## config.mk

```make
export PLATFORM = sky130hd
export DESIGN_NAME = date_weekday_week_number
export DESIGN_NICKNAME = d
export VERILOG_FILES = /design/src/rtl/core/dwwn_pkg.sv /design/src/rtl/core/date_weekday_week_number.sv /design/src/rtl/core/dwwn_calendar.sv /design/src/rtl/core/dwwn_weekday.sv
export SDC_FILE = /design/constraint.sdc
export NUM_CORES = 1
export LEC_CHECK = 0
export ABC_AREA = 1
export BUFFER_PORTS_ARGS = -buffer_cell sky130_fd_sc_hd__buf_2
export CORE_MARGIN = 5
export CORE_UTILIZATION = 45
export DETAILED_ROUTE_END_ITERATION = 6
export GPL_ROUTABILITY_DRIVEN = 0
export PLACE_DENSITY = 0.65
export RECOVER_POWER = 50
export SLEW_MARGIN = 10
export SYNTH_ARGS = -nofsm -noshare
export SYNTH_HDL_FRONTEND = slang
export SYNTH_HIERARCHICAL = 1
export SYNTH_SLANG_ARGS = --single-unit
```

## constraint.sdc

```tcl
create_clock -name clk -period 7.75 [get_ports clk]
set_input_delay 1.55 -clock clk [delete_from_list [all_inputs] [get_ports clk]]
set_output_delay 1.55 -clock clk [all_outputs]
set_load 0.005 [all_outputs]
```

## src/rtl/core/dwwn_pkg.sv

```systemverilog
`timescale 1ns / 1ps
`default_nettype none
// Shared types, constants and helper functions for the date / weekday / week number block.
// Depends on nothing; every module of the block imports it.

package dwwn_pkg;

	// Field widths of the date and result words.
	localparam int YearW  = 14;
	localparam int MonthW = 4;
	localparam int DayW   = 5;
	localparam int DoyW   = 9;

	// Day counts of whole Gregorian spans, reduced modulo 7 for the weekday.
	localparam int Days100Y     = 365 * 100 + 24;
	localparam int Days4Y       = 365 * 4 + 1;
	localparam int DaysYear     = 365;
	localparam int Days100Mod7  = Days100Y % 7;
	localparam int Days4Mod7    = Days4Y % 7;
	localparam int DaysYearMod7 = DaysYear % 7;

	// Reciprocal for year / 400 (exact for all 14-bit years).
	localparam int Recip400 = 41944;
	localparam int Shift400 = 24;

	// Reciprocal for t / 7 (exact for t below 512).
	localparam int Recip7 = 293;
	localparam int Shift7 = 11;

	// Month numbers used by the clamp and the leap-day correction.
	localparam logic [MonthW-1:0] MonthJan = 4'd1;
	localparam logic [MonthW-1:0] MonthFeb = 4'd2;
	localparam logic [MonthW-1:0] MonthDec = 4'd12;

	// Date word entering the block.
	typedef struct packed {
		logic [YearW-1:0]  year_value;
		logic [MonthW-1:0] month_value;
		logic [DayW-1:0]   day_value;
	} dwwn_date_t;

	// Result word leaving the block.
	typedef struct packed {
		logic [2:0]      weekday;
		logic [5:0]      week_number;
		logic [DoyW-1:0] day_of_year;
		logic            leap_year;
		logic            date_valid;
	} dwwn_result_t;

	// Word passed from the calendar half to the weekday half.
	typedef struct packed {
		logic [1:0]      cent;
		logic [4:0]      quad;
		logic [1:0]      yrs;
		logic [DoyW-1:0] elapsed;
		logic            leap;
		logic            valid;
	} dwwn_mid_t;

	// Residue modulo 7 of a 12-bit value. Since 8 is 1 modulo 7, the 3-bit digits
	// can be summed and folded once more before one final correction.
	function automatic logic [2:0] mod7(input logic [11:0] x);
		logic [4:0] s;
		logic [3:0] f;
		s = 5'(x[11:9]) + 5'(x[8:6]) + 5'(x[5:3]) + 5'(x[2:0]);
		f = 4'(s[4:3]) + 4'(s[2:0]);
		return (f >= 4'd7) ? 3'(f - 4'd7) : f[2:0];
	endfunction

	// Days in the months before the given month of a common year.
	function automatic logic [DoyW-1:0] cum_days(input logic [MonthW-1:0] m);
		logic [DoyW-1:0] v;
		unique case (m)
			4'd1:    v = 9'd0;
			4'd2:    v = 9'd31;
			4'd3:    v = 9'd59;
			4'd4:    v = 9'd90;
			4'd5:    v = 9'd120;
			4'd6:    v = 9'd151;
			4'd7:    v = 9'd181;
			4'd8:    v = 9'd212;
			4'd9:    v = 9'd243;
			4'd10:   v = 9'd273;
			4'd11:   v = 9'd304;
			4'd12:   v = 9'd334;
			default: v = 9'd0;
		endcase
		return v;
	endfunction

	// Length of the given month.
	function automatic logic [DayW-1:0] month_len(input logic [MonthW-1:0] m, input logic leap);
		logic [DayW-1:0] v;
		unique case (m)
			4'd2:                   v = leap ? 5'd29 : 5'd28;
			4'd4, 4'd6, 4'd9, 4'd11: v = 5'd30;
			default:                v = 5'd31;
		endcase
		return v;
	endfunction

endpackage

`default_nettype wire

```

## src/rtl/core/date_weekday_week_number.sv

```systemverilog
`timescale 1ns / 1ps
`default_nettype none
// Top level of the Gregorian weekday, week number and day-of-year block.
// Instantiates dwwn_calendar and dwwn_weekday; types from dwwn_pkg.
//
//  channel   handshake              word             content
//  request   req_valid / req_ready  req_data         year, month, day
//  response  rsp_valid / rsp_ready  rsp_data         weekday, week, day of year, flags
//
// A word passes through the four register stages, s1 and s2 in dwwn_calendar and s3 and s4
// in dwwn_weekday, the last being the response register; a new word can be accepted every
// cycle while the response side does not stall.
// Reset clears the stage valid bits only; there is no clearing pass.
// A stall on the response side holds each stage; a stage still loads when it is empty,
// so bubbles close up and nothing is dropped or repeated.

module date_weekday_week_number (
	input  logic                   clk,
	input  logic                   arst_n,
	input  logic                   req_valid,
	output logic                   req_ready,
	input  dwwn_pkg::dwwn_date_t   req_data,
	output logic                   rsp_valid,
	input  logic                   rsp_ready,
	output dwwn_pkg::dwwn_result_t rsp_data
);
	import dwwn_pkg::*;

	logic      mid_valid;
	logic      mid_ready;
	dwwn_mid_t mid_data;

	// Year and date work.
	dwwn_calendar u_calendar (
		.clk       (clk),
		.arst_n    (arst_n),
		.in_valid  (req_valid),
		.in_ready  (req_ready),
		.in_data   (req_data),
		.out_valid (mid_valid),
		.out_ready (mid_ready),
		.out_data  (mid_data)
	);

	// Weekday and week work.
	dwwn_weekday u_weekday (
		.clk       (clk),
		.arst_n    (arst_n),
		.in_valid  (mid_valid),
		.in_ready  (mid_ready),
		.in_data   (mid_data),
		.out_valid (rsp_valid),
		.out_ready (rsp_ready),
		.out_data  (rsp_data)
	);

endmodule

`default_nettype wire

```

## src/rtl/core/dwwn_calendar.sv

```systemverilog
`timescale 1ns / 1ps
`default_nettype none
// Calendar half: year reduction modulo 400, leap rule, day of year and date check.
// Two register stages; depends on dwwn_pkg.

module dwwn_calendar (
	input  logic                   clk,
	input  logic                   arst_n,
	input  logic                   in_valid,
	output logic                   in_ready,
	input  dwwn_pkg::dwwn_date_t   in_data,
	output logic                   out_valid,
	input  logic                   out_ready,
	output dwwn_pkg::dwwn_mid_t    out_data
);
	import dwwn_pkg::*;

	logic               en_s1, en_s2;
	logic               vld_s1, vld_s2;
	logic [YearW-1:0]   year_s1;
	logic [5:0]         q400_s1;
	logic [MonthW-1:0]  month_s1;
	logic [DayW-1:0]    day_s1;
	logic               bad_s1;
	dwwn_mid_t          mid_s2;

	logic [MonthW-1:0]  m_clamp;
	logic [DayW-1:0]    d_clamp;
	logic [31:0]        q400_prod;

	logic [8:0]         r400;
	logic               leap;
	logic [8:0]         r_since1;
	logic [1:0]         cent;
	logic [6:0]         rem100;
	logic [DoyW-1:0]    leap_add;
	logic [DayW-1:0]    mlen;
	dwwn_mid_t          mid_next;

	// Stage enables: a stage loads when it is empty or its word moves on.
	assign en_s2    = !vld_s2 || out_ready;
	assign en_s1    = !vld_s1 || en_s2;
	assign in_ready = en_s1;

	// Stage 1 logic: clamp month and day, start year / 400 with a reciprocal multiply.
	always_comb begin
		if (in_data.month_value == '0) begin
			m_clamp = MonthJan;
		end else if (in_data.month_value > MonthDec) begin
			m_clamp = MonthDec;
		end else begin
			m_clamp = in_data.month_value;
		end
		d_clamp   = (in_data.day_value == '0) ? 5'd1 : in_data.day_value;
		q400_prod = 32'(in_data.year_value) * 32'(Recip400);
	end

	// Stage 1 registers.
	always_ff @(posedge clk or negedge arst_n) begin
		if (!arst_n) begin
			vld_s1 <= 1'b0;
		end else if (en_s1) begin
			vld_s1 <= in_valid;
		end
	end

	always_ff @(posedge clk) begin
		if (en_s1 && in_valid) begin
			year_s1  <= in_data.year_value;
			q400_s1  <= 6'(q400_prod >> Shift400);
			month_s1 <= m_clamp;
			day_s1   <= d_clamp;
			bad_s1   <= (in_data.month_value == '0) || (in_data.month_value > MonthDec) ||
			            (in_data.day_value == '0) || (in_data.year_value == '0);
		end
	end

	// Stage 2 logic: year modulo 400, leap flag, split of elapsed years, day of year.
	always_comb begin
		r400 = 9'(year_s1 - 14'(q400_s1) * 14'd400);
		leap = ((year_s1[1:0] == 2'b00) && (r400 != 9'd100) && (r400 != 9'd200) &&
		        (r400 != 9'd300)) || (r400 == 9'd0);
		// Years since year 1 within the 400-year span; year zero wraps to the end.
		r_since1 = (r400 == 9'd0) ? 9'd399 : (r400 - 9'd1);
		priority if (r_since1 >= 9'd300) begin
			cent = 2'd3;
		end else if (r_since1 >= 9'd200) begin
			cent = 2'd2;
		end else if (r_since1 >= 9'd100) begin
			cent = 2'd1;
		end else begin
			cent = 2'd0;
		end
		rem100   = 7'(r_since1 - 9'(cent) * 9'd100);
		leap_add = (leap && (month_s1 > MonthFeb)) ? 9'd1 : 9'd0;
		mlen     = month_len(month_s1, leap);

		mid_next.cent    = cent;
		mid_next.quad    = rem100[6:2];
		mid_next.yrs     = rem100[1:0];
		mid_next.elapsed = cum_days(month_s1) + leap_add + 9'(day_s1) - 9'd1;
		mid_next.leap    = leap;
		mid_next.valid   = !bad_s1 && (day_s1 <= mlen);
	end

	// Stage 2 registers.
	always_ff @(posedge clk or negedge arst_n) begin
		if (!arst_n) begin
			vld_s2 <= 1'b0;
		end else if (en_s2) begin
			vld_s2 <= vld_s1;
		end
	end

	always_ff @(posedge clk) begin
		if (en_s2 && vld_s1) begin
			mid_s2 <= mid_next;
		end
	end

	assign out_valid = vld_s2;
	assign out_data  = mid_s2;

endmodule

`default_nettype wire

```

## src/rtl/core/dwwn_weekday.sv

```systemverilog
`timescale 1ns / 1ps
`default_nettype none
// Weekday half: weekday of January 1, weekday of the date and week number.
// Two register stages, the second being the output register; depends on dwwn_pkg.

module dwwn_weekday (
	input  logic                   clk,
	input  logic                   arst_n,
	input  logic                   in_valid,
	output logic                   in_ready,
	input  dwwn_pkg::dwwn_mid_t    in_data,
	output logic                   out_valid,
	input  logic                   out_ready,
	output dwwn_pkg::dwwn_result_t out_data
);
	import dwwn_pkg::*;

	logic               en_s3, en_s4;
	logic               vld_s3, vld_s4;
	logic [8:0]         t_s3;
	logic [DoyW-1:0]    doy_s3;
	logic               leap_s3;
	logic               valid_s3;
	dwwn_result_t       res_s4;

	logic [11:0]        span_sum;
	logic [2:0]         jan1;
	logic [17:0]        wk_prod;
	dwwn_result_t       res_next;

	// Stage enables.
	assign en_s4    = !vld_s4 || out_ready;
	assign en_s3    = !vld_s3 || en_s4;
	assign in_ready = en_s3;

	// Stage 3 logic: January 1 weekday from the span counts, then days since that Monday base.
	always_comb begin
		span_sum = 12'(in_data.cent) * 12'(Days100Mod7) + 12'(in_data.quad) * 12'(Days4Mod7) +
		           12'(in_data.yrs) * 12'(DaysYearMod7);
		jan1     = mod7(span_sum);
	end

	always_ff @(posedge clk or negedge arst_n) begin
		if (!arst_n) begin
			vld_s3 <= 1'b0;
		end else if (en_s3) begin
			vld_s3 <= in_valid;
		end
	end

	always_ff @(posedge clk) begin
		if (en_s3 && in_valid) begin
			t_s3     <= 9'(jan1) + in_data.elapsed;
			doy_s3   <= in_data.elapsed + 9'd1;
			leap_s3  <= in_data.leap;
			valid_s3 <= in_data.valid;
		end
	end

	// Stage 4 logic: week number by reciprocal of 7, weekday by residue.
	always_comb begin
		wk_prod              = 18'(t_s3) * 18'(Recip7);
		res_next.weekday     = mod7(12'(t_s3)) + 3'd1;
		res_next.week_number = 6'(wk_prod >> Shift7) + 6'd1;
		res_next.day_of_year = doy_s3;
		res_next.leap_year   = leap_s3;
		res_next.date_valid  = valid_s3;
	end

	always_ff @(posedge clk or negedge arst_n) begin
		if (!arst_n) begin
			vld_s4 <= 1'b0;
		end else if (en_s4) begin
			vld_s4 <= vld_s3;
		end
	end

	always_ff @(posedge clk) begin
		if (en_s4 && vld_s3) begin
			res_s4 <= res_next;
		end
	end

	assign out_valid = vld_s4;
	assign out_data  = res_s4;

endmodule

`default_nettype wire

```

; ---- After elaboration in Yosys (flattened, before gate mapping)
; Memory sizes are Yosys's and may differ from the RTL's.
; Cells that the tools add are included.
[word_totals]
regBits = 89
rom_bits = 144
input_bits = 27
out_inout_bits = 22
n_memories = 1
[op_classes]
n_addsub = 21
mul = 6
order_cmp = 8
n_eq_ne = 8
n_mux = 10
n_reduce_logical = 29
[mem_list]
columns = memory, words, width, rd, rd_ports_with_merged_regs, write_ports, line
row1 = (name not given), 16, 9, 1, 0, 0, dwwn_pkg.sv:74  ; unique case (m)
[ops]
columns = op, count
row1 = $mul A14 B13 Y27 const B, 1
row2 = $sub A9 B1 Y9 const B, 2
row3 = $mul A9 B9 Y17 const B, 1
row4 = $add A5 B3 Y5, 3
row5 = $logic_not A14 Y1, 1
row6 = $add A12 B2 Y12, 1
row7 = $pmux W5 S2, 1
row8 = $add A3 B9 Y9, 1
row9 = $add A5 B8 Y9, 1
row10 = $add A9 B1 Y9 const B, 1
row11 = $add A9 B5 Y9, 1
row12 = $add A9 B9 Y9, 1
row13 = $ge A9 B7 Y1 const B, 1
row14 = $ge A9 B8 Y1 const B, 1
row15 = $ge A9 B9 Y1 const B, 1
row16 = $logic_and A1 B1 Y1, 9
row17 = $logic_not A9 Y1, 1
row18 = $mux W9, 1
row19 = $ne A9 B7 Y1 const B, 1
row20 = $ne A9 B8 Y1 const B, 1
row21 = $ne A9 B9 Y1 const B, 1
row22 = $sub A9 B9 Y9, 1
row23 = $add A2 B3 Y4, 2
row24 = $add A3 B3 Y4, 2
row25 = 26 further kinds, 45

; ---- Logic depth before layout (Yosys ltp)
; Gate-level depths: netlist (run 1).
[depth]
ltp_word = 12
depth_mapped = 35
mapped_depth_nobuf = 35

; ---- Modules after synthesis
; The synthesis (run 1) kept the hierarchy.
[by_module_without_submodules]
columns = module, n_inst, cells_per_inst, area_per_inst_um2
row1 = dwwn_calendar, 1, 773, 6789.0
row2 = dwwn_weekday, 1, 447, 4097.7

; ---- Worst setup path before layout (run 1)
; No wires, ideal clock.
[synth_path]
kind = register to register
from = reg u_calendar.mid_s2 (netlist bit u_calendar/out_data[14])
to = reg u_weekday.t_s3[6] (data pin)
setup_time_ns = 0.258
arrival_time_ns = 5.743
required_ns = 7.492
path_slack_ns = 1.749
stages_incl_launch_ff = 31
path_buffers = 0
period_less_slack_ns = 6.001
cell_sequence = edfxtp_1 ha_1 inv_1 fa_1 inv_1 ha_1 nand3_1 nand2_1 or2_2 nand2_1 inv_1 nand3_1 nor2_2 xor2_1 fa_1 ha_1 nand3_1 nand3_1 xnor2_1 ha_1 fa_1 ha_1 nand2_1 nand2_1 xor2_1 ha_1 inv_1 fa_1 o22ai_1 nand3_1 xor2_1
[synth_between]
elab_chain_cells = 10
elab_cells_between_ends = 11
classes_between = 8 x add/sub / 1 x mul / 1 x order compare / 1 x mux
[synth_rtl]
columns = item, line
row1 = from (decl), dwwn_calendar.sv:25  ; dwwn_mid_t mid_s2;
row2 = from (signal assigned), dwwn_calendar.sv:117  ; mid_s2 <= mid_next;
row3 = $mul A5 B3 Y8 (*), dwwn_weekday.sv:38  ; span_sum = 12'(in_data.cent) * 12'(Days100Mod7) + 12'(in_data.quad) * 12'(Days4Mod7) +
row4 = $add A5 B8 Y9 (*), dwwn_weekday.sv:38
row5 = $add A12 B2 Y12 (*), dwwn_weekday.sv:38
row6 = $add A3 B3 Y4, dwwn_pkg.sv:66  ; s = 5'(x[11:9]) + 5'(x[8:6]) + 5'(x[5:3]) + 5'(x[2:0]);
row7 = $add A5 B3 Y5, dwwn_pkg.sv:66
row8 = $add A5 B3 Y5 (*), dwwn_pkg.sv:66
row9 = $add A2 B3 Y4 (*), dwwn_pkg.sv:67  ; f = 4'(s[4:3]) + 4'(s[2:0]);
row10 = $ge A4 B3 Y1 or $sub A3 B3 Y3 (tied branches), dwwn_pkg.sv:68  ; return (f >= 4'd7) ? 3'(f - 4'd7) : f[2:0];
row11 = $mux W3 (*), dwwn_pkg.sv:68
row12 = $add A3 B9 Y9 (*), dwwn_weekday.sv:53  ; t_s3 <= 9'(jan1) + in_data.elapsed;
row13 = to (signal assigned), dwwn_weekday.sv:53
row14 = to (decl), dwwn_weekday.sv:20  ; logic [8:0] t_s3;
; Every way passes the cells marked *; elsewhere a longest branch is shown, timed or not.
; A chain may end at the register's enable or synchronous reset.

; ---- Final worst setup path (run 1)
; Ends and elaborated chain as after synthesis.

==> flow_summary.toml, run 1 <==
[floorplanning]
core_area_sq_um = 24100
floorplan.initialDensity_pct = 45.2
fp.dieW_um = 166
die_y_um = 166
die-area_sq_um = 27400
io_pins = 49
rows = 57

[job]
cap_violations = 0

[logic_synthesis]
postSynthAreaPerCell_sq_um = 8.92
ys_warn_count = 6
ys_top_cells_by_area = "ha_1 24%, edfxtp_1 23%, fa_1 16%"
synth-seq-cells = 88
synth_cells = 1220
yosys_most_used_dff = "edfxtp_1"
synthArstFlopShare_pct = 4.55
synth_top_area_share_pct = 23.9
synth_cell_type_count = 44
synth_nets = 1541
yosysTopAreaCell = "ha_1"
netlist_area_sq_um = 10900
synth-seq-area-share_pct = 24.1
synth_edf_count = 84
synth.most_common_cell = "inv_1"
synth_commonest_cells = "315 x inv_1, 208 x ha_1, 187 x nand2_1"

[final_layout]
fin_util_pct = 48.8
fillers = 2375
area_growth_syn_to_layout_pct = 7.96
fin_nets = 1593
n_antenna_cell = 0
drive_gt1_share_pct = 6.58

[clock_tree]
root_buffer = "clkbuf_16"
cts_buffers = 9
cts_setup_buffers = 0
worstSkewPairLatency_ps = 360
clock-sinks = 88
cts_tree = "built"
postCtsHoldBufs = 0
cts_resized = 0
clkSlewWorstSetupHoldPaths_ps = 80
htreeDepth = 3
cts.path.max_buffers = 2

[grt]
overflow = 0
first_global_vias = 7648
grt_pass1_wl_mm = 34.6
antenna_found_initial = 0
grt_max_degree = 25
track_usage_pct = 15.5

[hold_path]
hold_path_depth = 0
hold_path.class = "reg2reg"

[placed_design]
hpwl_mm = 17.2
io_buffers = 48

[worst_setup_path]
cp_slowest_stage_delay_ps = 510
end_kind = "flip-flop"
crit_top_cell = "ha_1"
required_ps = 7870
critPathArrivalTime_ps = 6530
cp_max_fo = 3
critPathSlowestCell = "fa_1"
cp-start-kind = "flip-flop"
critPathKind = "reg2reg"
reg2regPathDepth = 30

[timing]
hold_violations = 0
fmax_ghz = 0.156
rsz0062_at_grt = "false"
period_needed_ps = 6420
setup_tns_ps = 0
whs_ps = 425
drv_slew = 0
clock_skew_ps = 15.6
finalCritPeriodShare_pct = 82.8
finalSetupViolCount = 0
worstMarginPinSlew_ps = 1210
slew_headroom_pct = 19.2

[detailed_routing]
wire_per_inst_um = 12.3
routed_wl_mm = 19.7
drc = 0
ant_nets = 0
num_vias = 7586
drt-pass1-iter-count = 4
via_per_inst = 4.74
drt_iter0_markers = 299

[run_status]
status = "finished clean"
-- final cells by class --
type	count	area, sq um	share of cell area, %
well taps	324	405	3.45
flip-flops and latches	88	2620	22.3
multi-input cells	801	6990	59.5
repair buffers	49	213	1.81
clock buffers	9	225	1.92
clock inverters	7	81.3	0.692
inverters	323	1210	10.3
-- worst paths after layout --
path | endpoint | from | slack, ps
worst min register to register | u_weekday/out_data[6] | u_weekday/doy_s3[4] | 420
min in group asynchronous | u_weekday/out_valid | arst_n | 1010
worst max register to register | u_weekday/t_s3[6] | u_calendar/out_data[14] | 1330
worst max-delay path | u_weekday/t_s3[6] | u_calendar/out_data[14] | 1330
max in group asynchronous | u_weekday/vld_s3 | arst_n | 6550
worst min-delay path | u_weekday/out_data[6] | u_weekday/doy_s3[4] | 420
-- stage by stage --
stage / area, sq um / worst slack, ps / std cells
final: 11800 / 1330 / 1601
after global placement: 11500 / 1530 / 1585
after CTS: 11800 / 1280 / 1601
after global routing: 11800 / 837 / 1601
after detailed placement: 11500 / 1310 / 1585
after floorplan: 10900 / 1750 / 1220
-- state kept, by name (all words and copies together), names as in the netlist --
name / count
u_calendar/bad_s1: 1
u_calendar/day_s1: 5
u_calendar/month_s1: 4
u_calendar/out_data: 20
u_calendar/out_valid: 1
u_calendar/q400_s1: 5
u_calendar/vld_s1: 1
u_calendar/year_s1: 9
u_weekday/doy_s3: 9
u_weekday/leap_s3: 1
u_weekday/out_data: 20
u_weekday/out_valid: 1
u_weekday/t_s3: 9
u_weekday/valid_s3: 1
u_weekday/vld_s3: 1
-- cells by family (layout without fill, tap and decap cells) --
kind of cell,Yosys count,in the layout,synth area share [%]
AOI/OAI and AO/OA,107,107,5.68
xor gates and xnor gates,57,57,4.65
adders and majority gates,294,294,39.7
buffers and inverters,331,388,11.6
DFF,88,88,24.1
other,1,1,0.0344
and+or+nand+nor,342,342,14.3
-- cells in the final DEF, fill, tap and decap left out, types with 4 or more instances in the layout --
| cell type | n |
|---|---|
| inv_1 | 315 |
| ha_1 | 208 |
| nand2_1 | 189 |
| fa_1 | 86 |
| edfxtp_1 | 84 |
| nand3_1 | 48 |
| nor2_1 | 48 |
| a21oi_1 | 43 |
| xor2_1 | 36 |
| o21ai_0 | 31 |
| clkbuf_1 | 26 |
| buf_2 | 23 |
| xnor2_1 | 20 |
| nand2_2 | 12 |
| nand4_1 | 11 |
| clkbuf_16 | 9 |
| inv_2 | 8 |
| a21o_1 | 7 |
| nor2_2 | 5 |
| or2_2 | 5 |
| nor3_1 | 5 |
| nor4_1 | 5 |
| nand3_2 | 4 |
| o21bai_1 | 4 |
| dfrtp_1 | 4 |
-- worst max-delay path, delay by kind of cell (launching register included) --
family / cells / cell delay (ps)
compound gates: 1 / 260
flops: 1 / 410
simple gates: 11 / 1210
fa+ha+maj: 10 / 3450
xor+xnor: 4 / 640
buf+inv: 4 / 230
-- routing by layer --
layer	track usage, %	up-vias	wire length (um)
met2	27.2	75	9620
met1	20.7	3535	9480
met4	3.90	0	226
met3	1.59	15	419
met5	0	-	0
li1	-	3961	-
Power of run 1 is left out: the tool's default activity adds up to more than one toggle a clock period on the data nets, which glitch-free logic cannot reach.
==> run 2, diff against run 1 <==
- ABC_AREA: 1 -> 0
- PLACE_DENSITY: 0.65 -> 0.68
- clock period: 7.75 -> 5.15 ns (I/O delays scaled with it)
==> flow_summary.toml, run 2 <==
[logic_synthesis]
synth_edf_count = 84
yosys_most_used_dff = "edfxtp_1"
synth-seq-area-share_pct = 25.8
postSynthAreaPerCell_sq_um = 10.5
synth-seq-cells = 88
synth_top_area_share_pct = 25.6
synth_cell_type_count = 63
synth_cells = 969
yosysTopAreaCell = "ha_1"
synth_commonest_cells = "241 x inv_1, 208 x ha_1, 86 x fa_1"
synth_nets = 1290
netlist_area_sq_um = 10200
ys_warn_count = 6
ys_top_cells_by_area = "ha_1 26%, edfxtp_1 25%, fa_1 17%"
synth.most_common_cell = "inv_1"
synthArstFlopShare_pct = 4.55

[run_status]
status = "finished, violations left"
violations = "negative setup slack"

[final_layout]
multiInputGateArea_sq_um = 6920
fin_nets = 1436
final_common_cell = "inv_1"
final_cell_mix = "223 x inv_1, 180 x ha_1, 94 x buf_4, 84 x edfxtp_1, 83 x fa_1"
n_antenna_cell = 0
drive_gt1_share_pct = 20.1
seq_area_sq_um = 2620
fillers = 1917
area_growth_syn_to_layout_pct = 19.3

[timing]
worstMarginPinSlew_ps = 1360
finalCritPeriodShare_pct = 124
slew_headroom_pct = 9.09
period_needed_ps = 6370
hold_violations = 0
finalSetupViolCount = 14
rsz0062_at_grt = "true"
fmax_ghz = 0.157
drv_slew = 0
clock_skew_ps = 9.62
setup_ws_ps = -1220
whs_ps = 415

[clock_tree]
cts_buffers = 9
htreeDepth = 3
cts.path.max_buffers = 2
root_buffer = "clkbuf_16"
postCtsHoldBufs = 0
clkSlewWorstSetupHoldPaths_ps = 70
clock-sinks = 88
cts_tree = "built"
worstSkewPairLatency_ps = 350

[job]
cap_violations = 0

[worst_setup_path]
critPathArrivalTime_ps = 6470
cp_slowest_stage_delay_ps = 490
required_ps = 5250
critPathSlowestCell = "fa_1"
end_kind = "flip-flop"
crit_top_cell = "xor2_1"
cp_max_fo = 3
cp-start-kind = "flip-flop"
critPathKind = "reg2reg"

[grt]
antenna_found_initial = 0
grt_pass1_wl_mm = 31.9
grt_max_degree = 25
track_usage_pct = 15.0
overflow = 0
first_global_vias = 7042

[placed_design]
hpwl_mm = 15.5
io_buffers = 48

[detailed_routing]
drt_iter0_markers = 208
wire_per_inst_um = 13.1
ant_nets = 0
drc = 0
via_per_inst = 4.81
drt-pass1-iter-count = 4
routed_wl_mm = 18.4
num_vias = 6759

[hold_path]
hold_path.class = "reg2reg"

[floorplanning]
core_area_sq_um = 22400
floorplan.initialDensity_pct = 45.3
rows = 55
io_pins = 49
die_y_um = 160
die-area_sq_um = 25700
fp.dieW_um = 160
run 2: cell count changes after synthesis, moves of 14 or more:
| cell | delta |
|---|---|
| inv_1 | -74 |
| nand3_1 | -41 |
| nand2_1 | -157 |
| o21ai_0 | -14 |
| nor2_1 | -20 |
| xnor2_1 | +19 |
run 2: path summary, 6_finish.rpt:
check	startpoint	to	slack, ps	cells after the start
max	u_calendar/out_data[14]	u_weekday/t_s3[8]	-1220	29
min	u_calendar/out_data[1]	u_weekday/leap_s3	420	0
max reg2reg	u_calendar/out_data[14]	u_weekday/t_s3[8]	-1220	29
min reg2reg	u_calendar/out_data[1]	u_weekday/leap_s3	420	0
max in group asynchronous	arst_n	u_weekday/vld_s3	4370	1
min in group asynchronous	arst_n	u_calendar/vld_s1	540	1
run 2: stage by stage:
| step | cell area (sq um) | util [%] | setup WS, ps | setup TNS (ps) | std cells |
|---|---|---|---|---|---|
| 6_report | 12100 | 54.0 | -1220 | -10080 | 1405 |
| 5_1_grt | 12100 | 54.0 | -1540 | -13950 | 1405 |
| 3_3_place_gp | 11400 | 51.0 | -1170 | -11000 | 1381 |
| 4_1_cts | 12000 | 53.4 | -1250 | -9620 | 1400 |
| 2_1_floorplan | 10200 | - | -917 | -6520 | 969 |
| 3_5_place_dp | 11400 | 51.0 | -1250 | -11550 | 1381 |
run 2: kinds of logic after synthesis:
group	count (synthesis)	share of synthesized area (%)
flops	88	25.8
other cells	1	0.0369
mux	8	0.826
compound gates	116	7.57
xor+xnor	72	6.47
fa+ha+maj	294	42.6
simple gates	133	6.99
buf+inv	257	9.69
run 2: repair_timing:
| action | CTS | global route |
|---|---|---|
| buffers inserted | 3 | 6 |
| pin swaps | 38 | 37 |
| endpoints found under the setup margin | 14 | 14 |
| gates resized for setup | 33 | 43 |
run 2: worst max-delay path, delay by kind of cell (launching register included):
| kind | cells | cell delay (ps) |
|---|---|---|
| AO/OA/AOI/OAI | 7 | 1080 |
| XOR/XNOR | 5 | 810 |
| adder cells (fa/ha/maj) | 10 | 3190 |
| buffers and inverters | 5 | 360 |
| flip-flops | 1 | 390 |
| AND/OR/NAND/NOR | 2 | 270 |
run 2: area by class of cell:
type / instances / area share, %
Sequential cell: 88 / 21.7
Tap cell: 285 / 2.94
Clock buffer: 9 / 1.86
Timing Repair Buffer: 149 / 8.29
Clock inverter: 7 / 0.558
Inverter: 243 / 7.53
Multi-Input combinational cell: 624 / 57.2
run 2: metal layers:
| layer | global-route usage, % | wire [um] | part of all wire (%) |
|---|---|---|---|
| met1 | 20.3 | 8870 | 48 |
| met2 | 25.7 | 8860 | 48 |
| met3 | 1.57 | 386 | 2.1 |
| met4 | 3.75 | 258 | 1.4 |
| met5 | 0 | 0 | 0 |
Power of run 2 is left out for the same reason.
